--- config.mk ---
export PLATFORM = sky130hd
export DESIGN_NAME = icns_best_png_chunk_finder_core
export DESIGN_NICKNAME = d
export VERILOG_FILES = /design/src/hw/rtl/icnsf_pkg.sv /design/src/hw/rtl/icns_best_png_chunk_finder_core.sv /design/src/hw/rtl/icnsf_in_stage.sv /design/src/hw/rtl/icnsf_parser.sv /design/src/hw/rtl/icnsf_out_stage.sv
export VERILOG_INCLUDE_DIRS = /design/src /design/src/hw/rtl
export SDC_FILE = /design/constraint.sdc
export NUM_CORES = 1
export LEC_CHECK = 0
export ABC_AREA = 1
export BUFFER_PORTS_ARGS = -buffer_cell sky130_fd_sc_hd__buf_2
export CAP_MARGIN = 20
export CORE_MARGIN = 2
export CORE_UTILIZATION = 40
export DETAILED_ROUTE_END_ITERATION = 7
export PLACE_DENSITY = 0.66
export SETUP_SLACK_MARGIN = 0.5
export SLEW_MARGIN = 20
export SYNTH_ARGS = -nofsm -noshare
export SYNTH_HDL_FRONTEND = slang
export SYNTH_SLANG_ARGS = --single-unit
--- constraint.sdc ---
create_clock -name clk_i -period 14.25 [get_ports clk_i]
set_input_delay 1.425 -clock clk_i [delete_from_list [all_inputs] [get_ports clk_i]]
set_output_delay 1.425 -clock clk_i [all_outputs]
set_load 0.05 [all_outputs]
--- src/hw/rtl/icns_best_png_chunk_finder_core_defines.svh ---
// ---------------------------------------------------------------------------
// icns chunk finder assertion macros
// shared concurrent assertion forms, clocked on clk_i and disabled in reset
// ---------------------------------------------------------------------------
`ifndef ICNS_BEST_PNG_CHUNK_FINDER_CORE_DEFINES_SVH
`define ICNS_BEST_PNG_CHUNK_FINDER_CORE_DEFINES_SVH

// property holds at every clock edge outside reset
`define ICNSF_ASSERT(lbl, prop, msg) \
  lbl: assert property (@(posedge clk_i) disable iff (!rst_ni) (prop)) else $error(msg);

// antecedent implies consequent in the next cycle
`define ICNSF_ASSERT_NEXT(lbl, ante, cons, msg) \
  lbl: assert property (@(posedge clk_i) disable iff (!rst_ni) (ante) |=> (cons)) \
    else $error(msg);

`endif

--- src/hw/rtl/icnsf_pkg.sv ---
// ---------------------------------------------------------------------------
// icns chunk finder package
// shared widths, tag table, png signature and result types
// ---------------------------------------------------------------------------
package icnsf_pkg;

  localparam int TAG_COUNT   = 8;
  localparam int OFFSET_BITS = 32;

  localparam int RankBits = $clog2(TAG_COUNT + 1);
  localparam int ExtBits  = 33;

  typedef logic [OFFSET_BITS-1:0] off_t;
  typedef logic [RankBits-1:0]    rank_t;
  typedef logic [ExtBits-1:0]     ext_t;

  localparam logic [31:0] OffMax32  = 32'((64'd1 << OFFSET_BITS) - 64'd1);
  localparam logic [31:0] MagicWord = 32'h69636E73;
  localparam logic [3:0]  SigLen    = 4'd8;
  localparam logic [3:0]  SigDead   = 4'hF;

  localparam logic [31:0] TagTable [8] = '{
    32'h69633130, 32'h69633134, 32'h69633039, 32'h69633133,
    32'h69633038, 32'h69633132, 32'h69633037, 32'h69633131
  };

  localparam logic [7:0] PngSig [8] = '{
    8'h89, 8'h50, 8'h4E, 8'h47, 8'h0D, 8'h0A, 8'h1A, 8'h0A
  };

  typedef enum logic [1:0] {
    StOk        = 2'd0,
    StBadHeader = 2'd1,
    StNoPng     = 2'd2,
    StBadSig    = 2'd3
  } status_e;

  typedef struct packed {
    logic [7:0] file_byte;
    logic       last_byte;
  } item_t;

  typedef struct packed {
    logic [2:0]  rank;
    logic [31:0] data_size;
    logic [31:0] data_offset;
    status_e     status;
  } result_t;

  function automatic rank_t tag_rank(input logic [31:0] tag);
    rank_t r;
    r = rank_t'(TAG_COUNT);
    for (int i = TAG_COUNT - 1; i >= 0; i--) begin
      if (TagTable[i] == tag) begin
        r = rank_t'(i);
      end
    end
    return r;
  endfunction

endpackage

--- src/hw/rtl/icns_best_png_chunk_finder_core.sv ---
// a final byte is held in the input register, then its result in the output register
// throughput: one byte per cycle, set by the single parser step per byte
// a final byte waits only while the previous result is not yet taken
// reset: asynchronous active low, parser returns to the file header state
// the parser also returns to that state after each final byte
// ---------------------------------------------------------------------------
// icns best png chunk finder
// streams an icon container file and reports its best png chunk
// ---------------------------------------------------------------------------
module icns_best_png_chunk_finder_core (
  input  logic        clk_i,
  input  logic        rst_ni,
  input  logic        s_axis_tvalid,
  output logic        s_axis_tready,
  input  logic [7:0]  s_axis_tdata,   // file_byte[7:0]
  input  logic        s_axis_tlast,   // last_byte
  output logic        m_axis_tvalid,
  input  logic        m_axis_tready,
  output logic [71:0] m_axis_tdata    // status[1:0], data_offset[33:2],
                                      // data_size[65:34], rank[68:66], zero[71:69]
);

  icnsf_pkg::item_t   in_item;
  icnsf_pkg::item_t   step_item;
  logic               step;
  logic               out_free;
  logic               res_valid;
  icnsf_pkg::result_t res;

  assign in_item = '{file_byte: s_axis_tdata, last_byte: s_axis_tlast};

  icnsf_in_stage u_in_stage (
    .clk_i      (clk_i),
    .rst_ni     (rst_ni),
    .valid_i    (s_axis_tvalid),
    .ready_o    (s_axis_tready),
    .item_i     (in_item),
    .out_free_i (out_free),
    .step_o     (step),
    .item_o     (step_item)
  );

  icnsf_parser u_parser (
    .clk_i       (clk_i),
    .rst_ni      (rst_ni),
    .step_i      (step),
    .item_i      (step_item),
    .res_valid_o (res_valid),
    .res_o       (res)
  );

  icnsf_out_stage u_out_stage (
    .clk_i      (clk_i),
    .rst_ni     (rst_ni),
    .load_i     (res_valid),
    .res_i      (res),
    .out_free_o (out_free),
    .valid_o    (m_axis_tvalid),
    .ready_i    (m_axis_tready),
    .data_o     (m_axis_tdata)
  );

endmodule

--- src/hw/rtl/icnsf_in_stage.sv ---
// ---------------------------------------------------------------------------
// icns chunk finder input stage
// registers one incoming byte and releases it to the parser
// ---------------------------------------------------------------------------
module icnsf_in_stage (
  input  logic            clk_i,
  input  logic            rst_ni,
  input  logic            valid_i,
  output logic            ready_o,
  input  icnsf_pkg::item_t item_i,
  input  logic            out_free_i,
  output logic            step_o,
  output icnsf_pkg::item_t item_o
);

  logic             valid_q, valid_d;
  icnsf_pkg::item_t item_q;

  // a last byte needs a free result slot, any other byte moves on at once
  assign step_o  = valid_q && (!item_q.last_byte || out_free_i);
  assign ready_o = !valid_q || step_o;
  assign item_o  = item_q;

  always_comb begin
    valid_d = valid_q;
    if (ready_o) begin
      valid_d = valid_i;
    end
  end

  always_ff @(posedge clk_i or negedge rst_ni) begin
    if (!rst_ni) begin
      valid_q <= 1'b0;
    end else begin
      valid_q <= valid_d;
    end
  end

  always_ff @(posedge clk_i) begin
    if (ready_o && valid_i) begin
      item_q <= item_i;
    end
  end

endmodule

--- src/hw/rtl/icnsf_parser.sv ---
// ---------------------------------------------------------------------------
// icns chunk finder parser
// container header check, chunk walk, png signature check and best pick
// ---------------------------------------------------------------------------
`include "icns_best_png_chunk_finder_core_defines.svh"

module icnsf_parser (
  input  logic               clk_i,
  input  logic               rst_ni,
  input  logic               step_i,
  input  icnsf_pkg::item_t   item_i,
  output logic               res_valid_o,
  output icnsf_pkg::result_t res_o
);

  typedef enum logic [2:0] {
    PhHeader   = 3'd0,
    PhChunkHdr = 3'd1,
    PhBody     = 3'd2,
    PhDone     = 3'd3,
    PhBad      = 3'd4
  } phase_e;

  phase_e            phase_q, phase_d;
  icnsf_pkg::off_t   pos_q, pos_d;
  icnsf_pkg::off_t   decl_q, decl_d;
  logic [63:0]       hdr_q, hdr_d;
  icnsf_pkg::ext_t   cend_q, cend_d;
  icnsf_pkg::rank_t  cur_rank_q, cur_rank_d;
  logic [3:0]        sig_q, sig_d;
  logic              sig_good_q, sig_good_d;
  icnsf_pkg::rank_t  best_rank_q, best_rank_d;
  icnsf_pkg::off_t   best_off_q, best_off_d;
  icnsf_pkg::off_t   best_size_q, best_size_d;
  logic              best_sig_q, best_sig_d;

  icnsf_pkg::off_t   count;
  icnsf_pkg::ext_t   count_x;
  logic [63:0]       hdr_shift;
  logic [31:0]       hdr_size;
  logic [31:0]       decl_new;
  icnsf_pkg::ext_t   cend_new;
  icnsf_pkg::ext_t   fin_size;
  logic              fin;
  icnsf_pkg::result_t res;

  assign count     = (pos_q == '1) ? pos_q : pos_q + icnsf_pkg::off_t'(1);
  assign count_x   = icnsf_pkg::ext_t'(count);
  assign hdr_shift = {hdr_q[55:0], item_i.file_byte};
  assign hdr_size  = hdr_shift[31:0];
  assign decl_new  = (hdr_size > icnsf_pkg::OffMax32) ? icnsf_pkg::OffMax32 : hdr_size;
  assign cend_new  = cend_q + icnsf_pkg::ext_t'(hdr_size);

  always_comb begin
    phase_d     = phase_q;
    pos_d       = pos_q;
    decl_d      = decl_q;
    hdr_d       = hdr_q;
    cend_d      = cend_q;
    cur_rank_d  = cur_rank_q;
    sig_d       = sig_q;
    sig_good_d  = sig_good_q;
    best_rank_d = best_rank_q;
    best_off_d  = best_off_q;
    best_size_d = best_size_q;
    best_sig_d  = best_sig_q;
    fin         = 1'b0;
    fin_size    = '0;
    res         = '{rank: '0, data_size: '0, data_offset: '0,
                    status: icnsf_pkg::StBadHeader};

    if (step_i) begin
      pos_d = count;
      unique case (phase_q)
        PhHeader: begin
          hdr_d = hdr_shift;
          if (count == icnsf_pkg::off_t'(4) && hdr_size != icnsf_pkg::MagicWord) begin
            phase_d = PhBad;
          end else if (count == icnsf_pkg::off_t'(8)) begin
            decl_d  = icnsf_pkg::off_t'(decl_new);
            cend_d  = icnsf_pkg::ext_t'(8);
            hdr_d   = '0;
            phase_d = (icnsf_pkg::ext_t'(16) > icnsf_pkg::ext_t'(decl_new)) ?
                      PhDone : PhChunkHdr;
          end
        end
        PhChunkHdr: begin
          hdr_d = hdr_shift;
          if (count_x == cend_q + icnsf_pkg::ext_t'(8)) begin
            if (hdr_size < 32'd8 || cend_new > icnsf_pkg::ext_t'(decl_q)) begin
              phase_d = PhDone;
            end else begin
              cur_rank_d = icnsf_pkg::tag_rank(hdr_shift[63:32]);
              cend_d     = cend_new;
              sig_d      = '0;
              sig_good_d = 1'b0;
              if (count_x == cend_new) begin
                fin = 1'b1;
              end else begin
                phase_d = PhBody;
              end
            end
          end
        end
        PhBody: begin
          if (sig_q < icnsf_pkg::SigLen) begin
            if (item_i.file_byte == icnsf_pkg::PngSig[sig_q[2:0]]) begin
              sig_d = sig_q + 4'd1;
              if (sig_q == icnsf_pkg::SigLen - 4'd1) begin
                sig_good_d = 1'b1;
              end
            end else begin
              sig_d = icnsf_pkg::SigDead;
            end
          end
          if (count_x == cend_q) begin
            fin = 1'b1;
          end
        end
        default: begin
        end
      endcase

      // chunk complete: keep it if its rank beats the best so far
      if (fin) begin
        fin_size = icnsf_pkg::ext_t'(hdr_d[31:0]);
        if (cur_rank_d < best_rank_q) begin
          best_rank_d = cur_rank_d;
          best_size_d = icnsf_pkg::off_t'(fin_size - icnsf_pkg::ext_t'(8));
          best_off_d  = icnsf_pkg::off_t'(cend_d - fin_size + icnsf_pkg::ext_t'(8));
          best_sig_d  = sig_good_d;
        end
        if (cur_rank_d < best_rank_q && cur_rank_d == '0) begin
          phase_d = PhDone;
        end else begin
          hdr_d   = '0;
          phase_d = (cend_d + icnsf_pkg::ext_t'(8) > icnsf_pkg::ext_t'(decl_q)) ?
                    PhDone : PhChunkHdr;
        end
      end

      if (phase_d == PhBad || phase_d == PhHeader) begin
        res.status = icnsf_pkg::StBadHeader;
      end else if (best_rank_d >= icnsf_pkg::rank_t'(icnsf_pkg::TAG_COUNT) ||
                   best_size_d == '0) begin
        res.status = icnsf_pkg::StNoPng;
      end else begin
        res.status      = best_sig_d ? icnsf_pkg::StOk : icnsf_pkg::StBadSig;
        res.data_offset = 32'(best_off_d);
        res.data_size   = 32'(best_size_d);
        res.rank        = 3'(best_rank_d);
      end

      // end of file: start over for the next one
      if (item_i.last_byte) begin
        phase_d     = PhHeader;
        pos_d       = '0;
        decl_d      = '0;
        hdr_d       = '0;
        cend_d      = icnsf_pkg::ext_t'(8);
        cur_rank_d  = icnsf_pkg::rank_t'(icnsf_pkg::TAG_COUNT);
        sig_d       = '0;
        sig_good_d  = 1'b0;
        best_rank_d = icnsf_pkg::rank_t'(icnsf_pkg::TAG_COUNT);
        best_off_d  = '0;
        best_size_d = '0;
        best_sig_d  = 1'b0;
      end
    end
  end

  assign res_valid_o = step_i && item_i.last_byte;
  assign res_o       = res;

  always_ff @(posedge clk_i or negedge rst_ni) begin
    if (!rst_ni) begin
      phase_q     <= PhHeader;
      pos_q       <= '0;
      decl_q      <= '0;
      hdr_q       <= '0;
      cend_q      <= icnsf_pkg::ext_t'(8);
      cur_rank_q  <= icnsf_pkg::rank_t'(icnsf_pkg::TAG_COUNT);
      sig_q       <= '0;
      sig_good_q  <= 1'b0;
      best_rank_q <= icnsf_pkg::rank_t'(icnsf_pkg::TAG_COUNT);
      best_off_q  <= '0;
      best_size_q <= '0;
      best_sig_q  <= 1'b0;
    end else begin
      phase_q     <= phase_d;
      pos_q       <= pos_d;
      decl_q      <= decl_d;
      hdr_q       <= hdr_d;
      cend_q      <= cend_d;
      cur_rank_q  <= cur_rank_d;
      sig_q       <= sig_d;
      sig_good_q  <= sig_good_d;
      best_rank_q <= best_rank_d;
      best_off_q  <= best_off_d;
      best_size_q <= best_size_d;
      best_sig_q  <= best_sig_d;
    end
  end

  `ICNSF_ASSERT_NEXT(a_restart_after_result, res_valid_o,
                     phase_q == PhHeader && pos_q == '0, "parser did not restart after result")
  `ICNSF_ASSERT(a_best_rank_range, best_rank_q <= icnsf_pkg::rank_t'(icnsf_pkg::TAG_COUNT),
                "best rank out of range")
  `ICNSF_ASSERT(a_sig_progress_code, sig_q <= icnsf_pkg::SigLen || sig_q == icnsf_pkg::SigDead,
                "signature progress holds an unused code")
  `ICNSF_ASSERT(a_body_before_end, phase_q != PhBody || cend_q > icnsf_pkg::ext_t'(pos_q),
                "payload walk passed the chunk end")

endmodule

--- src/hw/rtl/icnsf_out_stage.sv ---
// ---------------------------------------------------------------------------
// icns chunk finder output stage
// result register with stream handshake and tdata packing
// ---------------------------------------------------------------------------
module icnsf_out_stage (
  input  logic               clk_i,
  input  logic               rst_ni,
  input  logic               load_i,
  input  icnsf_pkg::result_t res_i,
  output logic               out_free_o,
  output logic               valid_o,
  input  logic               ready_i,
  output logic [71:0]        data_o
);

  logic               valid_q, valid_d;
  icnsf_pkg::result_t res_q;

  assign out_free_o = !valid_q || ready_i;
  assign valid_o    = valid_q;
  assign data_o     = {3'b000, res_q.rank, res_q.data_size, res_q.data_offset,
                       res_q.status};

  always_comb begin
    valid_d = valid_q;
    if (load_i) begin
      valid_d = 1'b1;
    end else if (ready_i) begin
      valid_d = 1'b0;
    end
  end

  always_ff @(posedge clk_i or negedge rst_ni) begin
    if (!rst_ni) begin
      valid_q <= 1'b0;
    end else begin
      valid_q <= valid_d;
    end
  end

  always_ff @(posedge clk_i) begin
    if (load_i) begin
      res_q <= res_i;
    end
  end

endmodule
* Word-level counts from Yosys, hierarchy flattened *
Memory sizes are Yosys's and may differ from the RTL's.
Cells that the tools add are included.

operators by class
  add/sub/neg operators = 8
  magnitude comparators = 9
  eq/ne operators = 24
  reductions and logical operators = 26
  bitwise gates (word level) = 2
  mux-type cells = 86

operators with widths
  operator                                                        count
  2-to-1 mux 32 bit                                               14
  2-to-1 mux 64 bit                                               6
  equality test 31 x 32 -> 1 bit (first input constant)           8
  2-to-1 mux 33 bit                                               6
  one-hot mux 64 bit (2 select lines)                             1
  equality test 32 x 33 -> 1 bit                                  3
  2-to-1 mux 4 bit                                                22
  adder 33 x 4 -> 33 bit (second input constant)                  2
  greater-than comparator 33 x 32 -> 1 bit                        2
  one-hot mux 33 bit (2 select lines)                             1
  adder 33 x 32 -> 33 bit                                         1
  adder 32 x 1 -> 32 bit (second input constant)                  1
  adder 32 x 4 -> 32 bit (second input constant)                  1
  equality test 32 x 3 -> 1 bit (second input constant)           1
  equality test 32 bit (second input constant)                    1
  equality test 32 x 4 -> 1 bit (second input constant)           1
  greater-than comparator 32 bit (second input constant)          1
  greater-than comparator 5 x 32 -> 1 bit (first input constant)  1
  zero test 32 bit                                                1
  < comparator 32 x 4 -> 1 bit (second input constant)            1
  inequality test 32 x 31 -> 1 bit (second input constant)        1
  subtractor 32 bit                                               1
  subtractor 32 x 4 -> 32 bit (second input constant)             1
  2-to-1 mux 3 bit                                                9
  other kinds (31)                                                68

storage, ports and cells
  flip-flop bits (word level) = 322
  memories kept = 1
  memory bits (read-only) = 64

memories
  name              words  width  rd ports  clocked after memory_dff  write ports  RTL line             text
  (name not given)  8      8      1         0                         0            icnsf_parser.sv:107  if (item_i.file_byte == icnsf_pkg::PngSig[sig_q[2:0]]) begin

* Longest topological paths before layout *
  depth in word-level cells = 21
  mapped depth = 64
  mapped depth without buffers = 63

* Cells and area by module *
A second synthesis with hierarchy kept.

unflattened totals
  cell total of the unflattened synthesis = 3674
  area total of the unflattened synthesis = 25569.5 µm²

modules (own cells, without submodules)
  module           cells an instance  area an instance (µm²)  instances
  icnsf_parser     3579               23094.6                 1
  icnsf_out_stage  78                 2143.3                  1
  icnsf_in_stage   17                 331.6                   1

* Least setup slack after synthesis *
OpenSTA, ideal clock, no wires.

  path kind = flip-flop to flip-flop
  start point = register u_in_stage.item_q, in the netlist u_in_stage.item_o[1]
  end point = register u_out_stage.res_q, in the netlist u_out_stage.data_o[31], data pin
  data arrival time = 7.462 ns
  stages on the path, launching flop included = 55
  path slack = 6.527 ns
  library setup time = 0.260 ns
  period minus slack after synthesis = 7.723 ns
  cell sequence = edfxtp_1 > ha_1 > inv_1 > fa_1 > inv_1 > nand3_1 > nand3_1 > nand2_1 > nand2_1 > nand3_1 > nand2_1 > nand2_1 > nand2_1 > nand2_1 > nand2_1 > nand2_1 > nand2_1 > inv_1 > (+19 left out) > ha_1 > ha_1 > inv_1 > nor3_1 > a21oi_1 > o21ai_0 > a21boi_0 > o21ai_0 > a21boi_0 > o21ai_0 > a21oi_1 > o21ai_0 > a21oi_1 > o21ai_0 > a21oi_1 > xor2_1 > o21ai_0 > nor2_1

between the ends
  word-level cells in the longest chain between the ends = 16
  elaborated cells between the ends (all ways) = 62

ends and longest elaborated chain
  item                                                           RTL line               text
  start, declared                                                icnsf_in_stage.sv:17   icnsf_pkg::item_t item_q;
  start signal, assigned                                         icnsf_in_stage.sv:41   item_q <= item_i;
  adder 33 x 32 -> 33 bit                                        icnsf_parser.sv:52     assign cend_new = cend_q + icnsf_pkg::ext_t'(hdr_size);
  greater-than comparator 33 x 32 -> 1 bit                       icnsf_parser.sv:90     if (hdr_size < 32'd8 || cend_new > icnsf_pkg::ext_t'(decl_q)) begin
  logical OR 1 bit                                               icnsf_parser.sv:90
  2-to-1 mux 33 bit                                              icnsf_parser.sv:90
  2-to-1 mux 33 bit                                              icnsf_parser.sv:89     if (count_x == cend_q + icnsf_pkg::ext_t'(8)) begin
  one-hot mux 33 bit (2 select lines)                            icnsf_parser.sv:74     unique case (phase_q)
  2-to-1 mux 33 bit                                              icnsf_parser.sv:72     if (step_i) begin
  adder 33 x 4 -> 33 bit                                         icnsf_parser.sv:137    phase_d = (cend_d + icnsf_pkg::ext_t'(8) > icnsf_pkg::ext_t'(decl_q)) ?
  greater-than comparator 33 x 32 -> 1 bit                       icnsf_parser.sv:137
  2-to-1 mux 2 bit                                               icnsf_parser.sv:137
  2-to-1 mux 3 bit                                               icnsf_parser.sv:133    if (cur_rank_d < best_rank_q && cur_rank_d == '0) begin
  2-to-1 mux 3 bit                                               icnsf_parser.sv:125    if (fin) begin
  2-to-1 mux 3 bit                                               icnsf_parser.sv:72
  equality test 3 bit / zero test 3 bit (equally long branches)  icnsf_parser.sv:142    if (phase_d == PhBad || phase_d == PhHeader) begin
  logical OR 1 bit                                               icnsf_parser.sv:142
  OR reduction 3 bit (no source line)                            -
  end signal, assigned                                           icnsf_out_stage.sv:43  res_q <= res_i;
  end, declared                                                  icnsf_out_stage.sv:17  icnsf_pkg::result_t res_q;

Several ways; a longest one is shown, not always the timed one. The select of a mux whose other input is x is not followed.
A chain may end at the register's enable or synchronous reset.

* Final worst setup path *
  start point = register u_parser.cend_q[0]
  end point = register u_out_stage.res_q, in the netlist u_out_stage.data_o[31], data pin

between the ends
  word-level cells in the longest chain between the ends = 16
  elaborated cells between the ends (all ways) = 53

ends and longest elaborated chain
  item                                                           RTL line             text
  start, declared                                                icnsf_parser.sv:28   icnsf_pkg::ext_t cend_q, cend_d;
  start signal, assigned                                         icnsf_parser.sv:181  cend_q <= icnsf_pkg::ext_t'(8);
  start signal, assigned                                         icnsf_parser.sv:194  cend_q <= cend_d;
  adder 33 x 32 -> 33 bit                                        icnsf_parser.sv:52
  greater-than comparator 33 x 32 -> 1 bit                       icnsf_parser.sv:90
  logical OR 1 bit                                               icnsf_parser.sv:90
  2-to-1 mux 33 bit                                              icnsf_parser.sv:90
  2-to-1 mux 33 bit                                              icnsf_parser.sv:89
  one-hot mux 33 bit (2 select lines)                            icnsf_parser.sv:74
  2-to-1 mux 33 bit                                              icnsf_parser.sv:72
  adder 33 x 4 -> 33 bit                                         icnsf_parser.sv:137
  greater-than comparator 33 x 32 -> 1 bit                       icnsf_parser.sv:137
  2-to-1 mux 2 bit                                               icnsf_parser.sv:137
  2-to-1 mux 3 bit                                               icnsf_parser.sv:133
  2-to-1 mux 3 bit                                               icnsf_parser.sv:125
  2-to-1 mux 3 bit                                               icnsf_parser.sv:72
  equality test 3 bit / zero test 3 bit (equally long branches)  icnsf_parser.sv:142
  logical OR 1 bit                                               icnsf_parser.sv:142
  OR reduction 3 bit (no source line)                            -

Several ways; a longest one is shown, not always the timed one. The select of a mux whose other input is x is not followed.

==> results.json <==
{
  "outcome": "complete, no violations",
  "die_area_um2": 66000,
  "antenna_found_initial": 2,
  "worst_slew_pin_slew_ns": 1.17,
  "slowest_delay_ns": 0.54,
  "hold_viol_final": 0,
  "syn_to_final_growth_pct": 9.97,
  "ioPinCount": 87,
  "numPortBuffers": 83,
  "drc": 0,
  "wirelength_um": 104000,
  "finalInstanceArea_um2": 28100,
  "first_global_vias": 24636,
  "dp_slack_ns": 4.28,
  "final_common_cell": "nand2_1",
  "finalCritPeriodShare": 0.713,
  "synthSimpleGateAreaFrac": 0.310,
  "dpl_cell_area_um2": 26800,
  "crit_slowest_cell": "a21oi_1",
  "cts-buffers-inserted": 39,
  "worstSetupEndpoint": "u_out_stage.data_o[31]$_SDFFCE_PP0P_",
  "drt_iter0_markers": 2850,
  "rr_endpoint": "u_out_stage.data_o[31]$_SDFFCE_PP0P_",
  "synth_area_leaders": "dfrtp_1, nand2_1, edfxtp_1",
  "worst_r2r_startpoint": "u_parser.cend_q[0]$_DFFE_PN0P_",
  "cts_root_buffer": "clkbuf_16",
  "drive_gt1_frac": 0.0704,
  "synthMuxAreaShare": 0,
  "post-cts-setup-buffer-count": 0,
  "min_from": "u_parser.best_off_q[5]$_DFFE_PN0P_",
  "row_count": 92,
  "slew_headroom": 0.210,
  "syn_area_per_cell_um2": 6.88,
  "cp.required_ns": 14.56,
  "firstDrtPassIters": 6,
  "crit_path_frequent_cell": "nand2_1",
  "yosysUniqueCellTypes": 65,
  "max_freq_mhz": 98.5,
  "cts_tree": "built",
  "final_nets": 3960,
  "wl_per_cell_um": 22.3,
  "grt_max_degree": 90,
  "async_flop_share": 0.752,
  "grt_use_total": 0.309,
  "ys_warn_count": 0,
  "synth-edff-count": 78,
  "synth_area_um2": 25600,
  "vias_per_cell": 5.60,
  "total_leakage_power_uw": 0.0137,
  "maxCapViolCount": 0,
  "yosys.area_share.adder": 0.0842,
  "syn-instance-count": 3719,
  "fin_ws_ns": 4.10,
  "coreArea_um2": 63200,
  "dieWidth_um": 257,
  "clockBufferDepth": 3,
  "place_congestion": 1.04,
  "ys.flop_type": "dfrtp_1",
  "vias": 26084,
  "startpoint": "u_parser.cend_q[0]$_DFFE_PN0P_",
  "cts_resized": 0,
  "synth-xor-area-share": 0.0570,
  "start_util": 0.405,
  "holdWs_ns": 0.479,
  "finalSetupViolations": 0,
  "synth_top_family_by_area": "simple AND/OR/NAND/NOR gates",
  "criticalPathCategory": "flop to flop",
  "layout_common_cells": "nand2_1, inv_1, nor2_1",
  "ys_ff_latch": 314,
  "numClockSinks": 314,
  "min_path_type": "flop to flop",
  "htreeDepth": 2,
  "rrSetupSlack_ns": 4.10,
  "reg2reg_depth": 54,
  "synth_top_area_share": 0.228,
  "worstSkewPairLatency_ns": 0.58,
  "power.density_nw_per_um2": 135,
  "synth.largest_area_cell": "dfrtp_1",
  "die_y_um": 257,
  "vdd_drop_max_uv": 96.6,
  "synth_compound_area_frac": 0.125,
  "worstSetupEndpointType": "flop",
  "yosysSeqAreaShare": 0.323,
  "fin_worst_skew_ns": 0.0246,
  "worstPathArrival_ns": 10.46,
  "rsz0062_at_grt": "no",
  "antenna_left": 0,
  "grt_pass1_wl_um": 155000,
  "critPathMaxFanout": 29,
  "setup_tns_ns": 0,
  "gr-total-overflow": 0,
  "hpwlAfterDp_um": 82600,
  "clkTransAtPathRegs_ns": 0.06,
  "drv_slew": 0,
  "cts_hold_buf": 0,
  "fin_crit_ns": 10.15,
  "startpoint_type": "flop"
}
==> synthesized netlist by cell type, types with 8 or more instances <==
| master | instances |
|---|---|
| a21o_1 | 8 |
| a21oi_1 | 114 |
| buf_2 | 15 |
| buf_6 | 8 |
| clkbuf_1 | 68 |
| clkinv_1 | 8 |
| dfrtp_1 | 233 |
| edfxtp_1 | 78 |
| ha_1 | 169 |
| inv_1 | 544 |
| inv_2 | 11 |
| nand2_1 | 959 |
| nand2_2 | 19 |
| nand3_1 | 192 |
| nand3b_1 | 9 |
| nand4_1 | 98 |
| nor2_1 | 455 |
| nor2_2 | 23 |
| nor3_1 | 44 |
| nor4_1 | 29 |
| o21a_1 | 18 |
| o21ai_0 | 181 |
| o21ai_1 | 11 |
| o22ai_1 | 176 |
| xnor2_1 | 26 |
| xor2_1 | 131 |
==> cells by family after synthesis <==
kind of cell | count (synthesis)
fa+ha+maj | 171
xor+xnor | 161
simple gates | 1859
flops | 314
other cells | 1
compound gates | 551
buf+inv | 662
==> layer usage <==
metal	global-route usage	vias up	wire (um)
li1	-	12324	-
met3	0.0440	258	8610
met1	0.427	12333	44700
met4	0.147	0	5550
met5	0	-	0
met2	0.477	1169	45100
==> area by class of cell <==
| cell class | instances | area, um^2 |
|---|---|---|
| multi-input combinational | 2745 | 14800 |
| sequential | 314 | 8250 |
| tap | 846 | 1060 |
| antenna | 1 | 2.50 |
| inverter | 563 | 2120 |
| clock buffer | 56 | 1130 |
| clock inverter | 16 | 155 |
| fill | 6592 | 35100 |
| timing repair buffer | 113 | 651 |
==> worst min path at each step <==
stage                                         end  slack (ns)  cells past startpoint
2_1_floorplan  u_parser.best_off_q[0]$_DFFE_PN0P_        0.45                      2
3_3_place_gp   u_parser.best_off_q[5]$_DFFE_PN0P_        0.46                      2
3_5_place_dp   u_parser.best_off_q[5]$_DFFE_PN0P_        0.47                      2
4_1_cts        u_parser.best_off_q[2]$_DFFE_PN0P_        0.48                      2
5_1_grt        u_parser.best_off_q[2]$_DFFE_PN0P_        0.51                      2
6_report       u_parser.best_off_q[5]$_DFFE_PN0P_        0.48                      2
==> state kept, by name (all words and copies together), names as in the netlist, 3 cells and up <==
signal	flops
u_in_stage.item_o	9
u_out_stage.data_o	69
u_parser.best_off_q	32
u_parser.best_rank_q	4
u_parser.best_size_q	32
u_parser.cend_q	33
u_parser.cur_rank_q	4
u_parser.decl_q	32
u_parser.hdr_q	56
u_parser.phase_q	3
u_parser.pos_q	32
u_parser.sig_q	4
==> worst max-delay path: cells and delay by family, from the launching register on <==
kind	cells	cell delay, ns
buffers and inverters	7	0.97
XOR/XNOR	1	0.17
AO/OA/AOI/OAI	16	3.91
adder cells (fa/ha/maj)	5	1.58
AND/OR/NAND/NOR	25	2.76
flip-flops	1	0.46
==> metrics by stage <==
step | util | instances | total power, uW
4_1_cts | 0.445 | 4652 | 3780
5_1_grt | 0.445 | 4654 | 4030
3_3_place_gp | 0.425 | 4580 | 2760
2_1_floorplan | - | 3721 | 2200
3_5_place_dp | 0.425 | 4580 | 2760
6_report | 0.445 | 4654 | 3800
==> power breakdown <==
| group | switching [uW] | internal [uW] | total (uW) | leakage [uW] |
|---|---|---|---|---|
| Clock | 423 | 593 | 1020 | 0.000631 |
| Combinational | 1270 | 468 | 1730 | 0.00909 |
| Sequential | 69.8 | 983 | 1050 | 0.00402 |
Power figures use the tool's default switching activity.
